File: config.mk
export PLATFORM = sky130hd
export DESIGN_NAME = sha1_hash_engine_unit
export DESIGN_NICKNAME = d
export VERILOG_FILES = /design/src/sv/sha1_pkg.sv /design/src/sv/sha1_dp.sv /design/src/sv/sha1_ctrl.sv /design/src/sv/sha1_hash_engine_unit.sv
export SDC_FILE = /design/constraint.sdc
export NUM_CORES = 2
export LEC_CHECK = 0
export BUFFER_PORTS_ARGS = -buffer_cell sky130_fd_sc_hd__buf_2
export CAP_MARGIN = 30
export CORE_ASPECT_RATIO = 0.6
export CORE_MARGIN = 1.5
export CORE_UTILIZATION = 56
export DETAILED_ROUTE_END_ITERATION = 12
export PLACE_DENSITY = 0.8
export SLEW_MARGIN = 10
export SYNTH_ARGS = -nofsm -noshare
export SYNTH_HDL_FRONTEND = slang
export SYNTH_HIERARCHICAL = 1
export SYNTH_SLANG_ARGS = --single-unit
File: constraint.sdc
create_clock -name clk -period 38.9 [get_ports clk]
set_input_delay 0 -clock clk [delete_from_list [all_inputs] [get_ports clk]]
set_output_delay 0 -clock clk [all_outputs]
set_load 0.03 [all_outputs]
File: src/sv/sha1_pkg.sv
// Shared types, constants and round helpers for the SHA-1 hash engine.
// Used by the controller, the datapath and the top level; no dependencies.
package sha1_pkg;

  localparam int WordW       = 32;
  localparam int ByteW       = 8;
  localparam int CntW        = 6;
  localparam int LenW        = 64;
  localparam int RndW        = 7;
  localparam int IdxW        = 3;
  localparam int AccW        = 24;
  localparam int NumRounds   = 80;
  localparam int PhaseLen    = 20;
  localparam int DigestWords = 5;
  localparam int WinDepth    = 16;

  localparam logic [RndW-1:0]  LastRound   = RndW'(NumRounds - 1);
  localparam logic [IdxW-1:0]  LastWordIdx = IdxW'(DigestWords - 1);
  localparam logic [CntW-1:0]  LastByteCnt = CntW'(63);
  localparam logic [CntW-1:0]  LenStartCnt = CntW'(56);
  localparam logic [LenW-1:0]  BitsPerByte = LenW'(8);
  localparam logic [ByteW-1:0] PadMark     = 8'h80;

  typedef enum logic [2:0] {
    ST_IDLE,
    ST_ROUND,
    ST_ADD,
    ST_PAD,
    ST_OUT
  } state_t;

  typedef enum logic [1:0] {
    BSEL_DATA,
    BSEL_MARK,
    BSEL_ZERO,
    BSEL_LEN
  } byte_sel_t;

  typedef struct packed {
    logic            put_byte;
    byte_sel_t       byte_sel;
    logic            add_len;
    logic            start_block;
    logic            round_en;
    logic [RndW-1:0] round_idx;
    logic            add_hash;
    logic            clear_msg;
    logic [IdxW-1:0] out_idx;
  } dp_cmd_t;

  typedef struct packed {
    logic last_byte;
    logic len_start;
  } dp_stat_t;

  function automatic logic [WordW-1:0] hash_init(input logic [IdxW-1:0] idx);
    logic [WordW-1:0] v;
    case (idx)
      3'd0:    v = 32'h67452301;
      3'd1:    v = 32'hEFCDAB89;
      3'd2:    v = 32'h98BADCFE;
      3'd3:    v = 32'h10325476;
      default: v = 32'hC3D2E1F0;
    endcase
    return v;
  endfunction

  function automatic logic [WordW-1:0] round_k(input logic [RndW-1:0] t);
    logic [WordW-1:0] k;
    if (t < RndW'(PhaseLen))          k = 32'h5A827999;
    else if (t < RndW'(2 * PhaseLen)) k = 32'h6ED9EBA1;
    else if (t < RndW'(3 * PhaseLen)) k = 32'h8F1BBCDC;
    else                              k = 32'hCA62C1D6;
    return k;
  endfunction

  function automatic logic [WordW-1:0] round_f(input logic [RndW-1:0]  t,
                                               input logic [WordW-1:0] b,
                                               input logic [WordW-1:0] c,
                                               input logic [WordW-1:0] d);
    logic [WordW-1:0] f;
    if (t < RndW'(PhaseLen))
      f = (b & c) | (~b & d);
    else if (t < RndW'(2 * PhaseLen) || t >= RndW'(3 * PhaseLen))
      f = b ^ c ^ d;
    else
      f = (b & c) | (b & d) | (c & d);
    return f;
  endfunction

endpackage

File: src/sv/sha1_dp.sv
// Datapath of the SHA-1 hash engine: byte packing, schedule shift line,
// round logic, chaining words and length counter. Depends on sha1_pkg.
module sha1_dp
  import sha1_pkg::*;
(
  input  logic              clk,
  input  logic              rst_n,
  input  dp_cmd_t           cmd,
  input  logic [ByteW-1:0]  data_byte,
  output dp_stat_t          stat,
  output logic [WordW-1:0]  digest_word
);

  logic [WordW-1:0] hash_r [DigestWords];
  logic [WordW-1:0] work_r [DigestWords];
  logic [WordW-1:0] win_r  [WinDepth];
  logic [AccW-1:0]  acc_r;
  logic [CntW-1:0]  cnt_r;
  logic [LenW-1:0]  len_r;

  logic [ByteW-1:0] byte_in;
  logic [CntW-1:0]  len_sh;
  logic [WordW-1:0] f_val;
  logic [WordW-1:0] tmp_val;
  logic [WordW-1:0] w_mix;

  assign len_sh = {~cnt_r[2:0], 3'b000};

  always_comb begin
    case (cmd.byte_sel)
      BSEL_DATA: byte_in = data_byte;
      BSEL_MARK: byte_in = PadMark;
      BSEL_ZERO: byte_in = '0;
      default:   byte_in = len_r[len_sh +: ByteW];
    endcase
  end

  assign f_val   = round_f(cmd.round_idx, work_r[1], work_r[2], work_r[3]);
  assign tmp_val = {work_r[0][26:0], work_r[0][31:27]} + f_val + work_r[4]
                 + round_k(cmd.round_idx) + win_r[0];
  assign w_mix   = win_r[13] ^ win_r[8] ^ win_r[2] ^ win_r[0];

  assign stat.last_byte = (cnt_r == LastByteCnt);
  assign stat.len_start = (cnt_r == LenStartCnt);
  assign digest_word    = hash_r[cmd.out_idx];

  // Chaining words, byte count and bit length carry reset values.
  always_ff @(posedge clk) begin
    if (!rst_n || cmd.clear_msg) begin
      for (int i = 0; i < DigestWords; i++) hash_r[i] <= hash_init(IdxW'(i));
      cnt_r <= '0;
      len_r <= '0;
    end else begin
      if (cmd.add_hash) begin
        for (int i = 0; i < DigestWords; i++) hash_r[i] <= hash_r[i] + work_r[i];
      end
      if (cmd.put_byte) cnt_r <= cnt_r + CntW'(1);
      if (cmd.add_len)  len_r <= len_r + BitsPerByte;
    end
  end

  // Byte packing, schedule window and working words.
  always_ff @(posedge clk) begin
    if (cmd.put_byte) begin
      case (cnt_r[1:0])
        2'd0:    acc_r[23:16] <= byte_in;
        2'd1:    acc_r[15:8]  <= byte_in;
        2'd2:    acc_r[7:0]   <= byte_in;
        default: begin
          for (int i = 0; i < WinDepth - 1; i++) win_r[i] <= win_r[i+1];
          win_r[WinDepth-1] <= {acc_r, byte_in};
        end
      endcase
    end else if (cmd.round_en) begin
      for (int i = 0; i < WinDepth - 1; i++) win_r[i] <= win_r[i+1];
      win_r[WinDepth-1] <= {w_mix[30:0], w_mix[31]};
    end
    if (cmd.start_block) begin
      for (int i = 0; i < DigestWords; i++) work_r[i] <= hash_r[i];
    end else if (cmd.round_en) begin
      work_r[0] <= tmp_val;
      work_r[1] <= work_r[0];
      work_r[2] <= {work_r[1][1:0], work_r[1][31:2]};
      work_r[3] <= work_r[2];
      work_r[4] <= work_r[3];
    end
  end

endmodule

File: src/sv/sha1_ctrl.sv
// Controller of the SHA-1 hash engine: sequences byte intake, the rounds,
// the final padding and the digest beats. Depends on sha1_pkg.
module sha1_ctrl
  import sha1_pkg::*;
(
  input  logic            clk,
  input  logic            rst_n,
  input  logic            in_valid,
  output logic            in_ready,
  input  logic            in_byte_valid,
  input  logic            in_message_end,
  output logic            out_valid,
  input  logic            out_ready,
  output logic            last_word,
  input  dp_stat_t        stat,
  output dp_cmd_t         cmd
);

  state_t          state_r, state_nxt;
  logic [RndW-1:0] rnd_r, rnd_nxt;
  logic [IdxW-1:0] oidx_r, oidx_nxt;
  logic            end_pend_r, end_pend_nxt;
  logic            mark_r, mark_nxt;
  logic            lenph_r, lenph_nxt;
  logic            done_r, done_nxt;
  logic            in_take;
  logic            len_now;

  assign in_take = in_valid && (state_r == ST_IDLE);
  assign len_now = !mark_r && (lenph_r || stat.len_start);

  // Next state.
  always_comb begin
    state_nxt    = state_r;
    rnd_nxt      = rnd_r;
    oidx_nxt     = oidx_r;
    end_pend_nxt = end_pend_r;
    mark_nxt     = mark_r;
    lenph_nxt    = lenph_r;
    done_nxt     = done_r;
    unique case (state_r)
      ST_IDLE: begin
        if (in_take) begin
          end_pend_nxt = in_message_end;
          mark_nxt     = in_message_end;
          if (in_byte_valid && stat.last_byte) state_nxt = ST_ROUND;
          else if (in_message_end)             state_nxt = ST_PAD;
        end
      end
      ST_ROUND: begin
        if (rnd_r == LastRound) begin
          rnd_nxt   = '0;
          state_nxt = ST_ADD;
        end else begin
          rnd_nxt = rnd_r + RndW'(1);
        end
      end
      ST_ADD: begin
        if (done_r)          state_nxt = ST_OUT;
        else if (end_pend_r) state_nxt = ST_PAD;
        else                 state_nxt = ST_IDLE;
      end
      ST_PAD: begin
        mark_nxt = 1'b0;
        if (len_now) lenph_nxt = 1'b1;
        if (stat.last_byte) begin
          state_nxt = ST_ROUND;
          done_nxt  = lenph_r;
        end
      end
      ST_OUT: begin
        if (out_ready) begin
          if (oidx_r == LastWordIdx) begin
            oidx_nxt     = '0;
            state_nxt    = ST_IDLE;
            end_pend_nxt = 1'b0;
            mark_nxt     = 1'b0;
            lenph_nxt    = 1'b0;
            done_nxt     = 1'b0;
          end else begin
            oidx_nxt = oidx_r + IdxW'(1);
          end
        end
      end
      default: state_nxt = ST_IDLE;
    endcase
  end

  // Outputs and datapath commands.
  always_comb begin
    cmd           = '0;
    cmd.byte_sel  = BSEL_DATA;
    cmd.round_idx = rnd_r;
    cmd.out_idx   = oidx_r;
    in_ready      = 1'b0;
    out_valid     = 1'b0;
    last_word     = (oidx_r == LastWordIdx);
    unique case (state_r)
      ST_IDLE: begin
        in_ready = 1'b1;
        if (in_take && in_byte_valid) begin
          cmd.put_byte    = 1'b1;
          cmd.add_len     = 1'b1;
          cmd.start_block = stat.last_byte;
        end
      end
      ST_ROUND: cmd.round_en = 1'b1;
      ST_ADD:   cmd.add_hash = 1'b1;
      ST_PAD: begin
        cmd.put_byte    = 1'b1;
        cmd.start_block = stat.last_byte;
        if (mark_r)       cmd.byte_sel = BSEL_MARK;
        else if (len_now) cmd.byte_sel = BSEL_LEN;
        else              cmd.byte_sel = BSEL_ZERO;
      end
      ST_OUT: begin
        out_valid     = 1'b1;
        cmd.clear_msg = out_ready && (oidx_r == LastWordIdx);
      end
      default: ;
    endcase
  end

  always_ff @(posedge clk) begin
    if (!rst_n) begin
      state_r    <= ST_IDLE;
      rnd_r      <= '0;
      oidx_r     <= '0;
      end_pend_r <= 1'b0;
      mark_r     <= 1'b0;
      lenph_r    <= 1'b0;
      done_r     <= 1'b0;
    end else begin
      state_r    <= state_nxt;
      rnd_r      <= rnd_nxt;
      oidx_r     <= oidx_nxt;
      end_pend_r <= end_pend_nxt;
      mark_r     <= mark_nxt;
      lenph_r    <= lenph_nxt;
      done_r     <= done_nxt;
    end
  end

endmodule

File: src/sv/sha1_hash_engine_unit.sv
// Top level of the SHA-1 hash engine: controller plus datapath.
// Depends on sha1_pkg, sha1_ctrl and sha1_dp.

// SHA-1 over a byte stream. Each input beat carries one message byte with a
// byte valid mark and a message end mark; a beat whose byte is not valid and
// that is not an end beat is dropped. Every 64th message byte starts the
// compression, which runs one round per cycle through all NumRounds rounds
// and then folds the block into the chaining words. The end beat triggers
// padding, which the engine writes one byte per cycle through the same byte
// path (0x80, zeros, then the 64-bit big-endian bit length), followed by one or
// two more compressions. The digest then leaves as five beats, H0 first, with
// last_word set on the fifth; after that beat the engine restarts with the
// initial chaining values for a new message. Input beats are taken only while
// the engine waits for message bytes, never during rounds, padding or output.
module sha1_hash_engine_unit
  import sha1_pkg::*;
(
  input  logic             clk,
  input  logic             rst_n,
  input  logic             in_valid,
  output logic             in_ready,
  input  logic [ByteW-1:0] in_data_byte,
  input  logic             in_byte_valid,
  input  logic             in_message_end,
  output logic             out_valid,
  input  logic             out_ready,
  output logic [WordW-1:0] out_digest_word,
  output logic [IdxW-1:0]  out_word_num,
  output logic             out_last_word
);

  dp_cmd_t  cmd;
  dp_stat_t stat;

  // The controller owns all sequencing; the datapath only follows commands.
  sha1_ctrl u_ctrl (
    .clk            (clk),
    .rst_n          (rst_n),
    .in_valid       (in_valid),
    .in_ready       (in_ready),
    .in_byte_valid  (in_byte_valid),
    .in_message_end (in_message_end),
    .out_valid      (out_valid),
    .out_ready      (out_ready),
    .last_word      (out_last_word),
    .stat           (stat),
    .cmd            (cmd)
  );

  sha1_dp u_dp (
    .clk         (clk),
    .rst_n       (rst_n),
    .cmd         (cmd),
    .data_byte   (in_data_byte),
    .stat        (stat),
    .digest_word (out_digest_word)
  );

  // The digest word number is the controller's output beat counter.
  assign out_word_num = cmd.out_idx;

endmodule
==> out/qor.yml <==
outcome:
  status: "finished clean"
timing:
  rsz0062_at_grt: "no"
  maxSlewViolCount: 0
  hold_viol_final: 0
  worst_slew_pin_slew_ps: 1160
  finalCriticalPeriod_ps: 6600
  fin_setup_tns_ps: 0
  relSlewSlack_pct: 22.5
  fin_crit_sh_pct: 17.0
  setup_ws_ps: 32300
  fin_skew_ps: 40.4
  setup_viol: 0
  timing.fmax_ghz: 0.152
synthesis:
  syn_nets: 4330
  synth_top_area_share_pct: 53.3
  ys_async_sr_fraction_pct: 0
  yosys_register_bits: 940
  ys_seq_area_share_pct: 56.8
  synth_top_flop_cell: "edfxtp_1"
  yosys_warnings: 6
  synth_cell_type_count: 97
  yosysTopAreaCell: "edfxtp_1"
  avgSynthCellArea_um2: 12.1
  netlist_area_um2: 48200
  netlist_instances: 3969
  synth-edff-count: 856
  synth_area_leaders: "edfxtp_1, ha_1, fa_1"
place:
  place_ws_ps: 32430
  io_buffers: 51
  place.gp.congestion: 0.983
  hpwl_mm: 85.7
clocking:
  cts-root-buf: "clkbuf_16"
  clkSlewWorstSetupHoldPaths_ps: 70
  cts_tree: "done"
  htreeDepth: 3
  cts_made_buffers: 85
  clock_latency_ps: 690
  cts.sinks: 940
  clock_path_buffers: 3
drt:
  wl_met2_mm: 46.8
  drtPass1Iterations: 7
  wl_mm: 120
  wl_met3_mm: 16.9
  drc_errors: 0
  routedWlPerCell_um: 22.9
  drt_iter0_markers: 4536
  wl_met1_mm: 54.1
  dr.max_layer_used: "met4"
  vias_per_cell: 6.08
  drtAntennaViolNets: 0
  vias: 32000
die:
  die_w_um: 382
  pin_count: 52
  num_rows: 83
  start_util_pct: 56.5
  die_area_um2: 87900
  core_region_area_um2: 85400
  die_height_um: 230
setup_path:
  cpMostUsedCell: "fa_1"
  crit_path_start_kind: "flop"
  crit_path_end_kind: "flop"
  critPathArrivalTime_ps: 7000
  crit_required_ps: 39300
  crit_chain: "a41o_1 -> or2_2 -> clkinv_1 -> buf_4 -> nand2_1 -> a31oi_1 -> fa_1 -> fa_1 -> inv_1 -> fa_1 -> inv_1 -> ha_1 -> a211o_1 -> o211ai_1 -> a21oi_1 -> o21ai_1 -> a21boi_1 -> a221oi_2 -> nor2_1 -> a2111oi_2 -> xor2_1 -> o21ai_0"
  cp_slowest_cell: "fa_1"
  slowest_delay_ps: 580
  cp_max_fo: 30
  worstSetupPathType: "flop to flop"
power:
  leakage_nw: 19.6
  finalPower_mw: 3.67
  p_per_area_nw_per_um2: 69.5
  vdd_drop_max_mv: 0.0597
grt:
  grt_pass1_wl_mm: 184
  grt_max_degree: 204
  grt_overflow: 0
  antenna_found_initial: 2
  grt_pass1_vias: 30300
  track_usage_pct: 27.7
layout:
  regArea_um2: 27400
  finish.net_count: 4408
  antennaDiodeCount: 0
  drive_above_1_share_pct: 8.57
  area_growth_pct: 9.55
  multi_input_area_um2: 19600
  fillers: 6459
job:
  drv_cap: 0
worst_hold_path:
  hold_class: "input port to flop"
routing by layer:
| layer | up-vias | GRT usage (%) |
|---|---|---|
| met5 | - | 0 |
| met4 | 0 | 6.70 |
| met3 | 184 | 8.86 |
| met2 | 1908 | 35.6 |
| met1 | 15600 | 44.5 |
| li1 | 14400 | - |
area by class of cell:
| type | count | share of cell area [%] |
|---|---|---|
| Inverter | 222 | 1.58 |
| Tap cell | 1147 | 2.72 |
| Multi-Input combinational cell | 2691 | 37.1 |
| Clock inverter | 60 | 1.08 |
| Timing Repair Buffer | 107 | 1.49 |
| Clock buffer | 100 | 4.18 |
| Sequential cell | 940 | 51.9 |
through the flow:
step / util (%) / instance area, um2 / cells / hold WS (ps)
6_report: 61.8 / 52800 / 5267 / 12.0
5_1_grt: 61.8 / 52800 / 5267 / 30.8
4_1_cts: 61.8 / 52800 / 5265 / 79.5
3_5_place_dp: 58.4 / 49800 / 5089 / 337
3_3_place_gp: 58.3 / 49800 / 5085 / 335
2_1_floorplan: - / 48200 / 3969 / 154
Yosys cell counts, types with 10 or more instances:
| master | number |
|---|---|
| edfxtp_1 | 856 |
| nand2_1 | 646 |
| nor2_1 | 250 |
| ha_1 | 223 |
| inv_1 | 221 |
| xnor2_1 | 198 |
| a21oi_1 | 161 |
| o21ai_0 | 157 |
| fa_1 | 124 |
| xor2_1 | 115 |
| clkbuf_1 | 97 |
| a21o_1 | 95 |
| dfxtp_1 | 84 |
| nand3_1 | 66 |
| nor3_1 | 65 |
| nor2b_1 | 54 |
| mux2_2 | 44 |
| a31oi_1 | 40 |
| mux4_2 | 40 |
| nand4_1 | 37 |
| o21a_1 | 36 |
| o21bai_1 | 28 |
| and3_1 | 27 |
| nand2b_1 | 24 |
| and2_1 | 23 |
| or3_1 | 21 |
| o31ai_1 | 18 |
| a211oi_1 | 17 |
| buf_1 | 14 |
| o211ai_1 | 14 |
| mux2i_1 | 13 |
| a21boi_0 | 10 |
| and4_1 | 10 |
| nor3b_1 | 10 |
registers in the layout, summed over array words and instances, names as in the netlist:
signal	count
u_dp/cnt_r	6
u_ctrl/lenph_r	1
u_dp/hash_r	160
u_ctrl/rnd_r	7
u_dp/acc_r	24
u_ctrl/state_r	3
u_dp/work_r	160
u_dp/len_r	61
u_ctrl/end_pend_r	1
u_ctrl/oidx_r	3
u_ctrl/mark_r	1
u_dp/win_r	512
u_ctrl/done_r	1
worst max-delay path: cells and delay by family, from the launching register on:
family	cells	cell delay (ps)
AOI/OAI and AO/OA	10	2520
xor gates and xnor gates	1	170
adders and majority gates	4	1870
buffers and inverters	4	700
DFF	1	380
and+or+nand+nor	3	640
timing repair:
action,CTS,global route
buffers inserted,0,0
resized for setup,0,0
endpoints found under the hold margin,42,0
hold buffers,16,0
power by group:
group          leakage (nW)  total [mW]  switching (mW)  internal [mW]
Combinational          9.78        1.40           0.858          0.538
Clock                  1.35       0.853           0.389          0.464
Sequential             8.49        1.42           0.109           1.31
worst paths after layout:
path	start	to	slack [ps]	depth (start not counted)
worst max-delay path	u_ctrl/rnd_r[2]$_SDFFE_PN0P_	u_dp/work_r[0][30]$_DFFE_PP_	32300	22
worst min-delay path	in_data_byte[1]	u_dp/acc_r[9]$_DFFE_PP_	10	3
worst max register to register	u_ctrl/rnd_r[2]$_SDFFE_PN0P_	u_dp/work_r[0][30]$_DFFE_PP_	32300	22
worst min register to register	u_dp/win_r[1][58]$_DFFE_PP_	u_dp/win_r[1][26]$_DFFE_PP_	400	0
layout by cell type, fill, tap and decap left out, drive strengths merged, types with 10 or more instances in the layout:
master,Yosys,layout
a21boi,12,12
mux2,44,44
dlygate4sd3,0,16
inv,221,225
nand3,66,66
o21bai,29,29
nor2b,54,54
nand2,646,646
nor3,65,65
nand4,38,38
nand2b,24,24
xnor2,198,198
clkinv,1,44
o21a,37,37
o31ai,19,19
xor2,115,115
nor2,251,251
and2,23,23
mux2i,13,13
and3,27,27
or3,21,21
clkbuf,97,101
ha,223,223
dfxtp,84,84
o21ai,166,166
buf,19,90
a31oi,41,41
a21o,95,95
edfxtp,856,856
o211ai,15,15
fa,124,124
and4,10,10
nor3b,11,11
a211oi,20,20
a21oi,164,164
mux4,40,40
kinds of logic after synthesis:
kind of cell / Yosys count / synth area share [%]
AOI/OAI and AO/OA: 667 / 9.01
adders and majority gates: 347 / 10.9
DFF: 940 / 56.8
muxes: 97 / 3.17
xor gates and xnor gates: 313 / 5.69
buffers and inverters: 338 / 2.66
and+or+nand+nor: 1267 / 11.7
Note: power is estimated with default switching activity, not from simulation.
